==> src/hw/rtl/ale_pkg.sv <==
package ale_pkg;

    localparam int LIST_DEPTH = 128;
    localparam int WORD_WIDTH = 32;
    localparam int ADDR_W     = $clog2(LIST_DEPTH);
    localparam int CNT_W      = $clog2(LIST_DEPTH + 1);
    localparam int POS_W      = 8;
    localparam int CMP_W      = (CNT_W > POS_W) ? CNT_W : POS_W;

    localparam int CMDQ_DEPTH = 2;
    localparam int CMDQ_AW    = $clog2(CMDQ_DEPTH);
    localparam int CMDQ_CW    = $clog2(CMDQ_DEPTH + 1);

    localparam logic [2:0] OP_READ   = 3'd0;
    localparam logic [2:0] OP_LOCATE = 3'd1;
    localparam logic [2:0] OP_INSERT = 3'd2;
    localparam logic [2:0] OP_DELETE = 3'd3;
    localparam logic [2:0] OP_CLEAR  = 3'd4;

    typedef logic [WORD_WIDTH-1:0] t_word;
    typedef logic [ADDR_W-1:0]     t_addr;
    typedef logic [CNT_W-1:0]      t_cnt;

    typedef enum logic [1:0] {
        ST_OK       = 2'd0,
        ST_BADPOS   = 2'd1,
        ST_FULL     = 2'd2,
        ST_NOTFOUND = 2'd3
    } t_status;

    typedef enum logic [2:0] {
        CMD_READ,
        CMD_LOCATE,
        CMD_INSERT,
        CMD_DELETE,
        CMD_CLEAR,
        CMD_BAD
    } t_cmd;

    typedef enum logic [2:0] {
        S_IDLE,
        S_RDWAIT,
        S_SCAN,
        S_SHIFT_UP,
        S_PLACE,
        S_SHIFT_DN,
        S_DONE
    } t_state;

    typedef struct packed {
        logic [2:0]        operation;
        logic [POS_W-1:0]  position;
        logic signed [31:0] value;
    } t_in_item;

    typedef struct packed {
        logic [1:0]         status;
        logic signed [31:0] read_value;
        logic [6:0]         found_position;
        logic [7:0]         list_count;
        logic               is_empty;
    } t_out_item;

    typedef struct packed {
        t_cmd             cmd;
        logic [POS_W-1:0] position;
        t_word            value;
    } t_cmd_word;

endpackage

==> src/hw/rtl/ale_front.sv <==
module ale_front (
    input  logic                i_clk,
    input  logic                i_rst_n,
    input  logic                i_push,
    input  ale_pkg::t_in_item   i_item,
    output logic                o_full,
    output logic                o_cmd_valid,
    output ale_pkg::t_cmd_word  o_cmd,
    input  logic                i_cmd_take
);

    function automatic ale_pkg::t_cmd classify(input logic [2:0] op);
        ale_pkg::t_cmd c;
        case (op)
            ale_pkg::OP_READ:   c = ale_pkg::CMD_READ;
            ale_pkg::OP_LOCATE: c = ale_pkg::CMD_LOCATE;
            ale_pkg::OP_INSERT: c = ale_pkg::CMD_INSERT;
            ale_pkg::OP_DELETE: c = ale_pkg::CMD_DELETE;
            ale_pkg::OP_CLEAR:  c = ale_pkg::CMD_CLEAR;
            default:            c = ale_pkg::CMD_BAD;
        endcase
        return c;
    endfunction

    ale_pkg::t_cmd_word              r_slot [ale_pkg::CMDQ_DEPTH];
    logic [ale_pkg::CMDQ_AW-1:0]     r_wr_ptr;
    logic [ale_pkg::CMDQ_AW-1:0]     r_rd_ptr;
    logic [ale_pkg::CMDQ_CW-1:0]     r_cnt;
    logic [ale_pkg::CMDQ_AW-1:0]     n_wr_ptr;
    logic [ale_pkg::CMDQ_AW-1:0]     n_rd_ptr;
    logic [ale_pkg::CMDQ_CW-1:0]     n_cnt;
    logic                            push_ok;
    logic                            pop_ok;
    ale_pkg::t_cmd_word              new_cmd;

    assign o_full      = (r_cnt == ale_pkg::CMDQ_CW'(ale_pkg::CMDQ_DEPTH));
    assign o_cmd_valid = (r_cnt != '0);
    assign o_cmd       = r_slot[r_rd_ptr];
    assign push_ok     = i_push && !o_full;
    assign pop_ok      = i_cmd_take && o_cmd_valid;

    always_comb begin
        new_cmd.cmd      = classify(i_item.operation);
        new_cmd.position = i_item.position;
        new_cmd.value    = ale_pkg::t_word'($unsigned(i_item.value));
    end

    always_comb begin
        n_wr_ptr = r_wr_ptr;
        n_rd_ptr = r_rd_ptr;
        n_cnt    = r_cnt;
        if (push_ok) begin
            n_wr_ptr = (r_wr_ptr == ale_pkg::CMDQ_AW'(ale_pkg::CMDQ_DEPTH - 1)) ?
                       '0 : r_wr_ptr + 1'b1;
        end
        if (pop_ok) begin
            n_rd_ptr = (r_rd_ptr == ale_pkg::CMDQ_AW'(ale_pkg::CMDQ_DEPTH - 1)) ?
                       '0 : r_rd_ptr + 1'b1;
        end
        if (push_ok && !pop_ok) begin
            n_cnt = r_cnt + 1'b1;
        end else if (pop_ok && !push_ok) begin
            n_cnt = r_cnt - 1'b1;
        end
    end

    always_ff @(posedge i_clk) begin
        if (!i_rst_n) begin
            r_wr_ptr <= '0;
            r_rd_ptr <= '0;
            r_cnt    <= '0;
        end else begin
            r_wr_ptr <= n_wr_ptr;
            r_rd_ptr <= n_rd_ptr;
            r_cnt    <= n_cnt;
        end
    end

    always_ff @(posedge i_clk) begin
        if (push_ok) begin
            r_slot[r_wr_ptr] <= new_cmd;
        end
    end

endmodule

==> config.mk <==
export PLATFORM = sky130hd
export DESIGN_NAME = ale_front
export DESIGN_NICKNAME = d
export VERILOG_FILES = /design/src/hw/rtl/ale_pkg.sv /design/src/hw/rtl/ale_front.sv
export SDC_FILE = /design/constraint.sdc
export NUM_CORES = 1
export LEC_CHECK = 0
export BUFFER_PORTS_ARGS = -buffer_cell sky130_fd_sc_hd__buf_2
export CORE_MARGIN = 1
export CORE_UTILIZATION = 45
export CTS_BUF_LIST = sky130_fd_sc_hd__clkbuf_8
export DETAILED_ROUTE_END_ITERATION = 7
export PLACE_DENSITY_LB_ADDON = 0.15
export SETUP_SLACK_MARGIN = 0.4
export SYNTH_ARGS = -nofsm -noshare
export SYNTH_HDL_FRONTEND = slang
export SYNTH_SLANG_ARGS = --single-unit
==> constraint.sdc <==
create_clock -name i_clk -period 3 [get_ports i_clk]
set_clock_uncertainty 0.2 [all_clocks]
set_input_delay 0.15 -clock i_clk [delete_from_list [all_inputs] [get_ports i_clk]]
set_output_delay 0.15 -clock i_clk [all_outputs]
set_load 0.05 [all_outputs]
==> flow_summary_export.csv <==
group,metric,value,unit
status,status,"complete, no violations",
detailed_routing,via_count,1965,
layout,multi_input_area,634,um^2
die,core-area,7210,um^2
synth,synth_compound_area_share,1.19,%
global_routing,grt_max_degree,26,
synth,synthTopCellsByArea,"edfxtp_1 77%, mux2_2 14%, dfxtp_1 3.0%, buf_4 0.89%, and2_1 0.56%",
critical_path,path_buf_inv,2,
clock_network,cts_root_buf,"clkbuf_8",
detailed_routing,drc_errors,0,
critical_path,r2r-end,"r_wr_ptr$_SDFFE_PN0P_",
critical_path,crit_chain,"buf_4 -> mux2_2 -> buf_2",
synth,synthCells,162,
worst_hold_path,hold_path.class,"input pin to flip-flop",
global_routing,grt_pass1_wl,8.75,mm
layout,utilization,63.5,%
synth,synthAdderAreaFrac,0.373,%
global_routing,overflow,0,
synth,async_reset_ff_share,0,%
synth,synth_area_per_cell,20.7,um^2
critical_path,slowest_delay,0.59,ns
power,clockPowerShare,18.2,%
timing,tns,0,ns
timing,drv_slew,0,
flow_run,max-cap-violations,0,
layout,syn2layout_area_growth,36.4,%
clock_network,cts.path.max_buffers,2,
synth,synth_top_flop_cell,"edfxtp_1",
clock_network,clock_sinks,91,
clock_network,cts_tree,"built",
timing,timing.fmax,0.450,GHz
critical_path,worstPathArrival,1.87,ns
timing,layout_min_cycle_time,2.22,ns
synth,netlist.area_leader.share,77.0,%
power,intPower,0.00237,W
layout,final_common_cell,"buf_2",
detailed_routing,firstDrtPassIters,4,
synth,synth_cell_types,25,
power,leakagePower,1.75,nW
synth,synth_nets,210,
layout,seqCellArea,2680,um^2
timing,tightest_slew,0.416,ns
die,die_h,88.4,um
synth,synth_simple_gate_area_share,1.90,%
layout,drive_gt1_share,50.8,%
synth,yosys.area.top_type,"edfxtp_1",
layout,diodes,0,
critical_path,crit_path_max_fanout,17,
critical_path,ff2ff_path_depth,6,
critical_path,path_delay_family,"flip-flops",
placed_design,globalplace.congestion,0.721,
synth,ys_ff_latch,91,
layout,final_nets,358,
placed_design,port-buffer-count,91,
power,power_frac_seq,42.7,%
clock_network,cts_resized,0,
power,switching_share,39.6,%
critical_path,reg2reg_slack,0.90,ns
die,rows,31,
worst_hold_path,min_from,"i_cmd_take",
critical_path,cp-start-kind,"flip-flop",
critical_path,worstPathRequired,2.65,ns
detailed_routing,via_per_inst,4.75,
power,ir_worst_vdd,0.000389,V
critical_path,critPathKind,"flip-flop to output port",
global_routing,grt_pass1_vias,1857,
placed_design,hpwl,3.53,mm
synth,synth_edf_count,86,
detailed_routing,routedWlPerCell,14.0,um
clock_network,clk_latency,0.35,ns
clock_network,cts-buffers-inserted,9,
global_routing,antenna_found_initial,0,
die,start_util,46.5,%
worst_hold_path,min_delay_path_depth,4,
die,die_w,88.4,um
power,comb_power_share,39.1,%
clock_network,htreeDepth,3,
layout,fill_cells,555,
power,switchingPower,0.00155,W
synth,syn-cell-area,3360,um^2
global_routing,grt_usage,15.6,%
clock_network,path_clk_slew,0.08,ns
detailed_routing,antenna_left,0,
timing,fin_crit_sh,74.1,%
critical_path,timing.rr.start,"r_cnt[0]$_SDFFE_PN0P_",
critical_path,cp-end-kind,"output port",
synth,synth_warnings,0,
synth,synth_mux_area_share,14.4,%
die,dieArea,7810,um^2
synth,synth-xor-area-share,0.783,%
detailed_routing,routed_wl,5.79,mm
synth,synth_top_family_by_area,"multiplexers",
timing,rsz0062_at_grt,"no",
critical_path,slowest_stage,"dfxtp_2",
detailed_routing,drt_iter0_markers,64,
timing,final_hold_viol_count,0,
die,num_io_pins,92,
power,p_per_area,856,nW/um^2
layout,final_cell_mix,"91 x buf_2, 86 x edfxtp_1, 46 x dlygate4sd3_1",
synth,seq_area_frac_synth,79.9,%
timing,setup_viol,0,
timing,relSlewSlack,72.3,%
-- what timing repair did --
item	CTS	global route
endpoints found under the hold margin	91	0
buffers inserted	0	0
hold buffers	46	0
-- tightest hold or removal path, stage by stage --
cell and delay [ns]:
buf_2 0.08, o21ai_1 0.10, xnor2_1 0.17, and2_1 0.11
-- cell families (layout without fill, tap and decap cells) --
kind of cell / count (synthesis) / in the layout
AOI/OAI and AO/OA: 6 / 6
xor gates and xnor gates: 3 / 3
adders and majority gates: 1 / 1
buffers and inverters: 8 / 161
DFF: 91 / 91
muxes: 43 / 43
and+or+nand+nor: 10 / 10
-- synth_stat cells, types with 2 or more instances --
cell type and n:
xnor2_1 2, buf_4 4, mux2_2 43, dfxtp_1 5, edfxtp_1 86, and2_1 3
-- final cells by class --
class,instances,share of cell area (%)
clock buffers,9,2.71
clock inverters,7,0.957
inverters,2,0.164
multi-input cells,63,13.9
flip-flops and latches,91,58.6
well taps,99,2.71
repair buffers,143,21.0
-- flip-flops by register name (all words and copies together) (netlist names), named ones only --
signal and count:
r_cnt 2, r_rd_ptr 1, r_slot 86, r_wr_ptr 1
-- through the flow --
| stage | power [W] | std cells | instance area [um^2] | hold slack (ns) | setup slack, ns |
|---|---|---|---|---|---|
| global placement | 0.00319 | 352 | 3950 | 0.138 | 1.15 |
| finish | 0.00392 | 414 | 4580 | 0.0861 | 0.778 |
| CTS | 0.00396 | 414 | 4580 | 0.0838 | 0.730 |
| global route | 0.00409 | 414 | 4580 | 0.140 | 0.673 |
| floorplan | 0.00289 | 162 | 3360 | 0.0489 | 0.630 |
| detailed placement | 0.00320 | 352 | 3950 | 0.141 | 1.13 |
-- metal layers --
layer | part of all wire [%] | global-route usage (%) | wire (um) | vias to the layer above
met2 | 51 | 26.0 | 2930 | 51
met1 | 43 | 18.9 | 2500 | 980
met4 | 1.8 | 8.06 | 107 | 0
met5 | 0 | 0 | 0 | -
met3 | 4.4 | 3.73 | 253 | 10
li1 | - | - | - | 924
-- worst max path at each step --
stage,start,slack (ns),cells after the start,end
6_report,flip-flop,0.78,3,o_cmd[34]
2_1_floorplan,r_cnt[0]$_SDFFE_PN0P_,0.63,3,r_slot[0][0]$_DFFE_PP_
3_5_place_dp,flip-flop,1.13,3,o_cmd[34]
3_3_place_gp,flip-flop,1.15,3,o_cmd[35]
5_1_grt,flip-flop,0.67,3,o_cmd[34]
4_1_cts,flip-flop,0.73,3,o_cmd[34]
-- power groups by stage --
| stage | clock, W | combinational (W) | sequential, W |
|---|---|---|---|
| 6_report | 0.000713 | 0.00153 | 0.00167 |
| 5_1_grt | 0.000779 | 0.00162 | 0.00169 |
| 4_1_cts | 0.000736 | 0.00155 | 0.00168 |
| 3_5_place_dp | 0 | 0.00149 | 0.00171 |
| 3_3_place_gp | 0 | 0.00149 | 0.00170 |
| 2_1_floorplan | 0 | 0.00122 | 0.00166 |
No activity file was read; power rests on OpenSTA's default activity.
