[config.mk]
export PLATFORM = sky130hd
export DESIGN_NAME = ale_back
export DESIGN_NICKNAME = d
export VERILOG_FILES = /design/src/hw/rtl/ale_pkg.sv /design/src/hw/rtl/ale_ram.sv /design/src/hw/rtl/ale_back.sv
export SDC_FILE = /design/constraint.sdc
export NUM_CORES = 2
export LEC_CHECK = 0
export BUFFER_PORTS_ARGS = -buffer_cell sky130_fd_sc_hd__buf_2
export CAP_MARGIN = 20
export CORE_MARGIN = 5
export CORE_UTILIZATION = 35
export DETAILED_ROUTE_END_ITERATION = 10
export PLACE_DENSITY = 0.51
export SLEW_MARGIN = 25
export SYNTH_ARGS = -nofsm -noshare
export SYNTH_HDL_FRONTEND = slang
export SYNTH_SLANG_ARGS = --single-unit
export TNS_END_PERCENT = 1
[constraint.sdc]
create_clock -name i_clk -period 11.3 [get_ports i_clk]
set_input_delay 0.565 -clock i_clk [delete_from_list [all_inputs] [get_ports i_clk]]
set_output_delay 0.565 -clock i_clk [all_outputs]
set_load 0.005 [all_outputs]
[src/hw/rtl/ale_pkg.sv]
package ale_pkg;

    localparam int LIST_DEPTH = 128;
    localparam int WORD_WIDTH = 32;
    localparam int ADDR_W     = $clog2(LIST_DEPTH);
    localparam int CNT_W      = $clog2(LIST_DEPTH + 1);
    localparam int POS_W      = 8;
    localparam int CMP_W      = (CNT_W > POS_W) ? CNT_W : POS_W;

    localparam int CMDQ_DEPTH = 2;
    localparam int CMDQ_AW    = $clog2(CMDQ_DEPTH);
    localparam int CMDQ_CW    = $clog2(CMDQ_DEPTH + 1);

    localparam logic [2:0] OP_READ   = 3'd0;
    localparam logic [2:0] OP_LOCATE = 3'd1;
    localparam logic [2:0] OP_INSERT = 3'd2;
    localparam logic [2:0] OP_DELETE = 3'd3;
    localparam logic [2:0] OP_CLEAR  = 3'd4;

    typedef logic [WORD_WIDTH-1:0] t_word;
    typedef logic [ADDR_W-1:0]     t_addr;
    typedef logic [CNT_W-1:0]      t_cnt;

    typedef enum logic [1:0] {
        ST_OK       = 2'd0,
        ST_BADPOS   = 2'd1,
        ST_FULL     = 2'd2,
        ST_NOTFOUND = 2'd3
    } t_status;

    typedef enum logic [2:0] {
        CMD_READ,
        CMD_LOCATE,
        CMD_INSERT,
        CMD_DELETE,
        CMD_CLEAR,
        CMD_BAD
    } t_cmd;

    typedef enum logic [2:0] {
        S_IDLE,
        S_RDWAIT,
        S_SCAN,
        S_SHIFT_UP,
        S_PLACE,
        S_SHIFT_DN,
        S_DONE
    } t_state;

    typedef struct packed {
        logic [2:0]        operation;
        logic [POS_W-1:0]  position;
        logic signed [31:0] value;
    } t_in_item;

    typedef struct packed {
        logic [1:0]         status;
        logic signed [31:0] read_value;
        logic [6:0]         found_position;
        logic [7:0]         list_count;
        logic               is_empty;
    } t_out_item;

    typedef struct packed {
        t_cmd             cmd;
        logic [POS_W-1:0] position;
        t_word            value;
    } t_cmd_word;

endpackage

[src/hw/rtl/ale_ram.sv]
module ale_ram #(
    parameter int WIDTH = 32,
    parameter int DEPTH = 128
) (
    input  logic                     i_clk,
    input  logic                     i_we,
    input  logic [$clog2(DEPTH)-1:0] i_waddr,
    input  logic [WIDTH-1:0]         i_wdata,
    input  logic                     i_re,
    input  logic [$clog2(DEPTH)-1:0] i_raddr,
    output logic [WIDTH-1:0]         o_rdata
);

    logic [WIDTH-1:0] r_mem [DEPTH];
    logic [WIDTH-1:0] r_rdata;

    always_ff @(posedge i_clk) begin
        if (i_we) begin
            r_mem[i_waddr] <= i_wdata;
        end
        if (i_re) begin
            r_rdata <= r_mem[i_raddr];
        end
    end

    assign o_rdata = r_rdata;

endmodule

[src/hw/rtl/ale_back.sv]
module ale_back (
    input  logic                i_clk,
    input  logic                i_rst_n,
    input  logic                i_cmd_valid,
    input  ale_pkg::t_cmd_word  i_cmd,
    output logic                o_cmd_take,
    output logic                o_res_valid,
    output ale_pkg::t_out_item  o_res,
    input  logic                i_res_take
);

    ale_pkg::t_state    r_state;
    ale_pkg::t_state    n_state;
    ale_pkg::t_cnt      r_len;
    ale_pkg::t_cnt      n_len;
    ale_pkg::t_addr     r_k;
    ale_pkg::t_addr     n_k;
    ale_pkg::t_addr     r_pos;
    ale_pkg::t_addr     n_pos;
    ale_pkg::t_word     r_val;
    ale_pkg::t_word     n_val;
    ale_pkg::t_status   r_status;
    ale_pkg::t_status   n_status;
    ale_pkg::t_word     r_rd;
    ale_pkg::t_word     n_rd;
    ale_pkg::t_addr     r_found;
    ale_pkg::t_addr     n_found;
    logic               r_res_valid;
    ale_pkg::t_out_item r_res;

    logic               ram_we;
    ale_pkg::t_addr     ram_waddr;
    ale_pkg::t_word     ram_wdata;
    logic               ram_re;
    ale_pkg::t_addr     ram_raddr;
    ale_pkg::t_word     ram_rdata;

    logic [ale_pkg::CMP_W-1:0] head_pos_w;
    logic [ale_pkg::CMP_W-1:0] len_w;
    ale_pkg::t_addr            head_addr;
    logic                      h_lt;
    logic                      h_gt;
    logic                      h_eq;
    logic                      h_last;
    logic                      len_full;
    logic                      len_zero;
    logic                      k_last;
    logic                      up_last;
    logic                      hit;
    logic                      res_free;
    logic                      res_load;

    assign head_pos_w = ale_pkg::CMP_W'(i_cmd.position);
    assign len_w      = ale_pkg::CMP_W'(r_len);
    assign head_addr  = ale_pkg::t_addr'(i_cmd.position);
    assign h_lt       = head_pos_w < len_w;
    assign h_gt       = head_pos_w > len_w;
    assign h_eq       = head_pos_w == len_w;
    assign h_last     = (head_pos_w + 1'b1) == len_w;
    assign len_full   = r_len >= ale_pkg::CNT_W'(ale_pkg::LIST_DEPTH);
    assign len_zero   = r_len == '0;
    assign k_last     = (ale_pkg::CNT_W'(r_k) + 1'b1) == r_len;
    assign up_last    = r_k == r_pos;
    assign hit        = ram_rdata == r_val;
    assign res_free   = !r_res_valid || i_res_take;

    ale_ram #(
        .WIDTH (ale_pkg::WORD_WIDTH),
        .DEPTH (ale_pkg::LIST_DEPTH)
    ) u_cells (
        .i_clk   (i_clk),
        .i_we    (ram_we),
        .i_waddr (ram_waddr),
        .i_wdata (ram_wdata),
        .i_re    (ram_re),
        .i_raddr (ram_raddr),
        .o_rdata (ram_rdata)
    );

    always_comb begin
        n_state = r_state;
        case (r_state)
            ale_pkg::S_IDLE: begin
                if (i_cmd_valid) begin
                    case (i_cmd.cmd)
                        ale_pkg::CMD_READ: begin
                            n_state = h_lt ? ale_pkg::S_RDWAIT : ale_pkg::S_DONE;
                        end
                        ale_pkg::CMD_LOCATE: begin
                            n_state = len_zero ? ale_pkg::S_DONE : ale_pkg::S_SCAN;
                        end
                        ale_pkg::CMD_INSERT: begin
                            n_state = (h_lt && !len_full) ? ale_pkg::S_SHIFT_UP :
                                      ale_pkg::S_DONE;
                        end
                        ale_pkg::CMD_DELETE: begin
                            n_state = (h_lt && !h_last) ? ale_pkg::S_SHIFT_DN :
                                      ale_pkg::S_DONE;
                        end
                        default: begin
                            n_state = ale_pkg::S_DONE;
                        end
                    endcase
                end
            end
            ale_pkg::S_RDWAIT: begin
                n_state = ale_pkg::S_DONE;
            end
            ale_pkg::S_SCAN: begin
                if (hit || k_last) begin
                    n_state = ale_pkg::S_DONE;
                end
            end
            ale_pkg::S_SHIFT_UP: begin
                if (up_last) begin
                    n_state = ale_pkg::S_PLACE;
                end
            end
            ale_pkg::S_PLACE: begin
                n_state = ale_pkg::S_DONE;
            end
            ale_pkg::S_SHIFT_DN: begin
                if (k_last) begin
                    n_state = ale_pkg::S_DONE;
                end
            end
            ale_pkg::S_DONE: begin
                if (res_free) begin
                    n_state = ale_pkg::S_IDLE;
                end
            end
            default: begin
                n_state = ale_pkg::S_IDLE;
            end
        endcase
    end

    always_comb begin
        n_len      = r_len;
        n_k        = r_k;
        n_pos      = r_pos;
        n_val      = r_val;
        n_status   = r_status;
        n_rd       = r_rd;
        n_found    = r_found;
        o_cmd_take = 1'b0;
        ram_we     = 1'b0;
        ram_waddr  = r_k;
        ram_wdata  = ram_rdata;
        ram_re     = 1'b0;
        ram_raddr  = r_k;
        res_load   = 1'b0;
        case (r_state)
            ale_pkg::S_IDLE: begin
                if (i_cmd_valid) begin
                    o_cmd_take = 1'b1;
                    n_pos      = head_addr;
                    n_val      = i_cmd.value;
                    n_status   = ale_pkg::ST_OK;
                    n_rd       = '0;
                    n_found    = '0;
                    case (i_cmd.cmd)
                        ale_pkg::CMD_READ: begin
                            if (h_lt) begin
                                ram_re    = 1'b1;
                                ram_raddr = head_addr;
                            end else begin
                                n_status = ale_pkg::ST_BADPOS;
                            end
                        end
                        ale_pkg::CMD_LOCATE: begin
                            if (len_zero) begin
                                n_status = ale_pkg::ST_NOTFOUND;
                            end else begin
                                ram_re    = 1'b1;
                                ram_raddr = '0;
                                n_k       = '0;
                            end
                        end
                        ale_pkg::CMD_INSERT: begin
                            if (h_gt) begin
                                n_status = ale_pkg::ST_BADPOS;
                            end else if (len_full) begin
                                n_status = ale_pkg::ST_FULL;
                            end else if (h_eq) begin
                                ram_we    = 1'b1;
                                ram_waddr = head_addr;
                                ram_wdata = i_cmd.value;
                                n_len     = r_len + 1'b1;
                            end else begin
                                ram_re    = 1'b1;
                                ram_raddr = ale_pkg::t_addr'(r_len - 1'b1);
                                n_k       = ale_pkg::t_addr'(r_len - 1'b1);
                            end
                        end
                        ale_pkg::CMD_DELETE: begin
                            if (!h_lt) begin
                                n_status = ale_pkg::ST_BADPOS;
                            end else if (h_last) begin
                                n_len = r_len - 1'b1;
                            end else begin
                                ram_re    = 1'b1;
                                ram_raddr = head_addr + 1'b1;
                                n_k       = head_addr + 1'b1;
                            end
                        end
                        ale_pkg::CMD_CLEAR: begin
                            n_len = '0;
                        end
                        default: begin
                            n_status = ale_pkg::ST_BADPOS;
                        end
                    endcase
                end
            end
            ale_pkg::S_RDWAIT: begin
                n_rd = ram_rdata;
            end
            ale_pkg::S_SCAN: begin
                if (hit) begin
                    n_found = r_k;
                end else if (k_last) begin
                    n_status = ale_pkg::ST_NOTFOUND;
                end else begin
                    ram_re    = 1'b1;
                    ram_raddr = r_k + 1'b1;
                    n_k       = r_k + 1'b1;
                end
            end
            ale_pkg::S_SHIFT_UP: begin
                ram_we    = 1'b1;
                ram_waddr = r_k + 1'b1;
                ram_wdata = ram_rdata;
                if (!up_last) begin
                    ram_re    = 1'b1;
                    ram_raddr = r_k - 1'b1;
                    n_k       = r_k - 1'b1;
                end
            end
            ale_pkg::S_PLACE: begin
                ram_we    = 1'b1;
                ram_waddr = r_pos;
                ram_wdata = r_val;
                n_len     = r_len + 1'b1;
            end
            ale_pkg::S_SHIFT_DN: begin
                ram_we    = 1'b1;
                ram_waddr = r_k - 1'b1;
                ram_wdata = ram_rdata;
                if (k_last) begin
                    n_len = r_len - 1'b1;
                end else begin
                    ram_re    = 1'b1;
                    ram_raddr = r_k + 1'b1;
                    n_k       = r_k + 1'b1;
                end
            end
            ale_pkg::S_DONE: begin
                res_load = res_free;
            end
            default: begin
                res_load = 1'b0;
            end
        endcase
    end

    always_ff @(posedge i_clk) begin
        if (!i_rst_n) begin
            r_state     <= ale_pkg::S_IDLE;
            r_len       <= '0;
            r_res_valid <= 1'b0;
        end else begin
            r_state <= n_state;
            r_len   <= n_len;
            if (res_load) begin
                r_res_valid <= 1'b1;
            end else if (i_res_take) begin
                r_res_valid <= 1'b0;
            end
        end
    end

    always_ff @(posedge i_clk) begin
        r_k      <= n_k;
        r_pos    <= n_pos;
        r_val    <= n_val;
        r_status <= n_status;
        r_rd     <= n_rd;
        r_found  <= n_found;
        if (res_load) begin
            r_res.status         <= r_status;
            r_res.read_value     <= 32'(r_rd);
            r_res.found_position <= 7'(r_found);
            r_res.list_count     <= 8'(r_len);
            r_res.is_empty       <= (r_len == '0);
        end
    end

    assign o_res_valid = r_res_valid;
    assign o_res       = r_res;

endmodule

==> run metrics <==
Tcrit/Tclk final=0.757; first-pass GRT wire length=805000 um; final setup TNS=0 ns; post-route design area=194000 um2; Avg Cell Area, Syn=13.6 um2; synth unique cells=87; Final Skew=0.0873 ns; Clock Latency Late Sink=1.06 ns; Hold Buf Count CTS=45; CP Data Required Time=11.90 ns; Detailed Route WL=575000 um; clock buffer depth=4; gr ovfl total=0; CTS Root Cell=clkbuf_16; clock-pin transition on the worst setup and hold timing paths=0.06 ns; status=finished clean; final setup violation count=0; Worst Setup Start Kind=flop; Non-Filler Instances=19.4k; Layout fillers=45.0k; Peak VDD IR=249 uV; Clock Sinks=4277; Net Count, Synth=12.5k; largest net degree at the start of global routing=139; Setup Fix Bufs, Post-CTS=0; Seq/Total Area, Yosys=0.754; dpl ws=3.06 ns; max-cap violations=0; RSZ-0062 raised after global routing=no; Post-synth EDFFs=4265; CTS tree=built; Num CTS Buffers=439; Die Span Y=707 um; Total Routing Usage GR=0.222; Port Buffer Count=98; Lkg Pwr=64.2 nW; final hold viol count=0; initial antenna violation count=26; mapped cell area=170000 um2; most frequent cells in the layout=4265 x edfxtp_1, 3113 x nand2_1, 1393 x nand3_1; final net count=12.6k; Post-CTS Resized=0; Fmax=117 MHz; Core Util, Final=0.400; vias per cell=5.65; DR WL/cell=29.6 um; row count=256; share of flip-flops with an asynchronous set or reset=0; # H-tree levels=5; # IOs=99; Antenna Violating Nets Remaining=0; # DRC=0; Synth Flop Type=edfxtp_1; routed vias=110k; flops & latches, synth=4277; Iteration-0 DRC Markers=14.6k; Yosys warning total=0; commonest non-fill, non-tap cell in the layout=edfxtp_1; max-slew violation count=0; Starting Density=0.351; Final WS setup=2.74 ns; Inst Count DP=18.5k; relative slew slack=0.102; Synth area leader=edfxtp_1; worst-path maximum fanout=37; Placed Area=180000 um2; CP endpoint kind=flop; Slew @ Worst Pin=1.34 ns; Final Wtd Congestion=0.894; top cell type's share of synthesized area=0.753; Die Wd=707 um; Power Total=58.5 mW; post-synthesis cell count=12.5k; layout cells sized above 1=0.104; worst hold path type=input port to flop; post-layout min period=8.56 ns; Worst Hold Margin=0.158 ns; area grow syn2layout=14.2%; vias in the first global route=102k; CORE AREA=485000 um2; TritonRoute pass-1 iters=8; top cells by area, synth=edfxtp_1 75%, nand2_1 6.9%, nand3_1 4.1%; Die Area=500000 um2; detailed placer's ending HPWL=310000 um; CP arrival=9.16 ns; pwr/cell area=301 nW/um2; Crit Path Class=flop to flop
==> state kept, by name, summed over array words and instances, names as in the netlist <==
| signal | flops |
|---|---|
| u_cells.r_mem | 4096 |
| o_res | 50 |
| r_rd | 32 |
| r_val | 32 |
| u_cells.o_rdata | 32 |
| len_w | 8 |
| r_found | 7 |
| r_k | 7 |
| r_pos | 7 |
| r_state | 3 |
| r_status | 2 |
| o_res_valid | 1 |
==> cells by family (layout without fill, tap and decap cells) <==
family / Yosys count / after routing / synth area share
buffers and inverters: 900 / 1378 / 0.0232
XOR/XNOR: 73 / 73 / 0.00392
AO/OA/AOI/OAI: 1734 / 1734 / 0.0690
multiplexers: 254 / 254 / 0.0163
adder cells (fa/ha/maj): 14 / 14 / 0.00103
flip-flops: 4277 / 4277 / 0.754
AND/OR/NAND/NOR: 5223 / 5223 / 0.132
other: 0 / 17 / 0
==> worst max-delay path: stages, from the launching register on <==
cell and delay (ns):
edfxtp_1 0.86, ha_1 0.43, nand3_1 0.27, or3_1 0.47, a221oi_2 0.26, nand2_1 0.34
a32oi_1 0.44, o31a_2 0.21, buf_4 0.38, and2_4 0.85, buf_4 0.50, a221oi_1 0.11
o21ai_0 0.76, nand4_1 0.53, nor3_1 1.01, nand3_1 0.60
==> where the power goes <==
part / internal [mW] / switching (mW) / total (mW) / leakage [nW]
logic: 5.31 / 18.1 / 23.4 / 18.7
clock network: 8.01 / 6.24 / 14.2 / 6.79
registers: 20.6 / 0.236 / 20.8 / 38.7
==> per-layer routing <==
metal	global-route usage	routed length, um
met1	0.326	249000
met2	0.343	259000
met3	0.0356	49900
met4	0.0598	16900
met5	0	0
==> cell usage after synthesis (91+ instances only) <==
| cell type | count |
|---|---|
| edfxtp_1 | 4265 |
| nor3_1 | 107 |
| mux2i_1 | 235 |
| nor2_1 | 201 |
| nand2_1 | 3117 |
| a211oi_1 | 165 |
| clkbuf_1 | 340 |
| a22oi_1 | 91 |
| a32oi_1 | 123 |
| a221oi_1 | 120 |
| a21oi_1 | 513 |
| nand3_1 | 1396 |
| buf_2 | 355 |
| a31oi_1 | 170 |
| a311oi_1 | 154 |
| buf_1 | 128 |
| and3_1 | 185 |
| nand4_1 | 91 |
| o21ai_0 | 190 |
==> path summary, 6_finish.rpt <==
check | depth (start not counted) | from | to | slack [ns]
setup / recovery | 15 | r_k[0]$_DFFE_PP_ | u_cells.o_rdata[6]$_DFFE_PP_ | 2.74
hold / removal | 3 | i_cmd[40] | r_status[0]$_SDFFCE_PP1P_ | 0.16
setup reg to reg | 15 | r_k[0]$_DFFE_PP_ | u_cells.o_rdata[6]$_DFFE_PP_ | 2.74
hold reg to reg | 0 | r_rd[25]$_SDFFCE_PN0P_ | o_res[41]$_DFFE_PP_ | 0.41
==> area by class of cell <==
| class | instances | area (um2) | area share |
|---|---|---|---|
| Sequential cell | 4277 | 128000 | 0.661 |
| Multi-Input combinational cell | 7298 | 39300 | 0.202 |
| Clock buffer | 538 | 11500 | 0.0592 |
| Tap cell | 6450 | 8070 | 0.0415 |
| Timing Repair Buffer | 521 | 4300 | 0.0222 |
| Clock inverter | 273 | 2430 | 0.0125 |
| Inverter | 46 | 253 | 0.00130 |
| Antenna cell | 17 | 42.5 | 0.000219 |
Power figures use the tool's default switching activity.
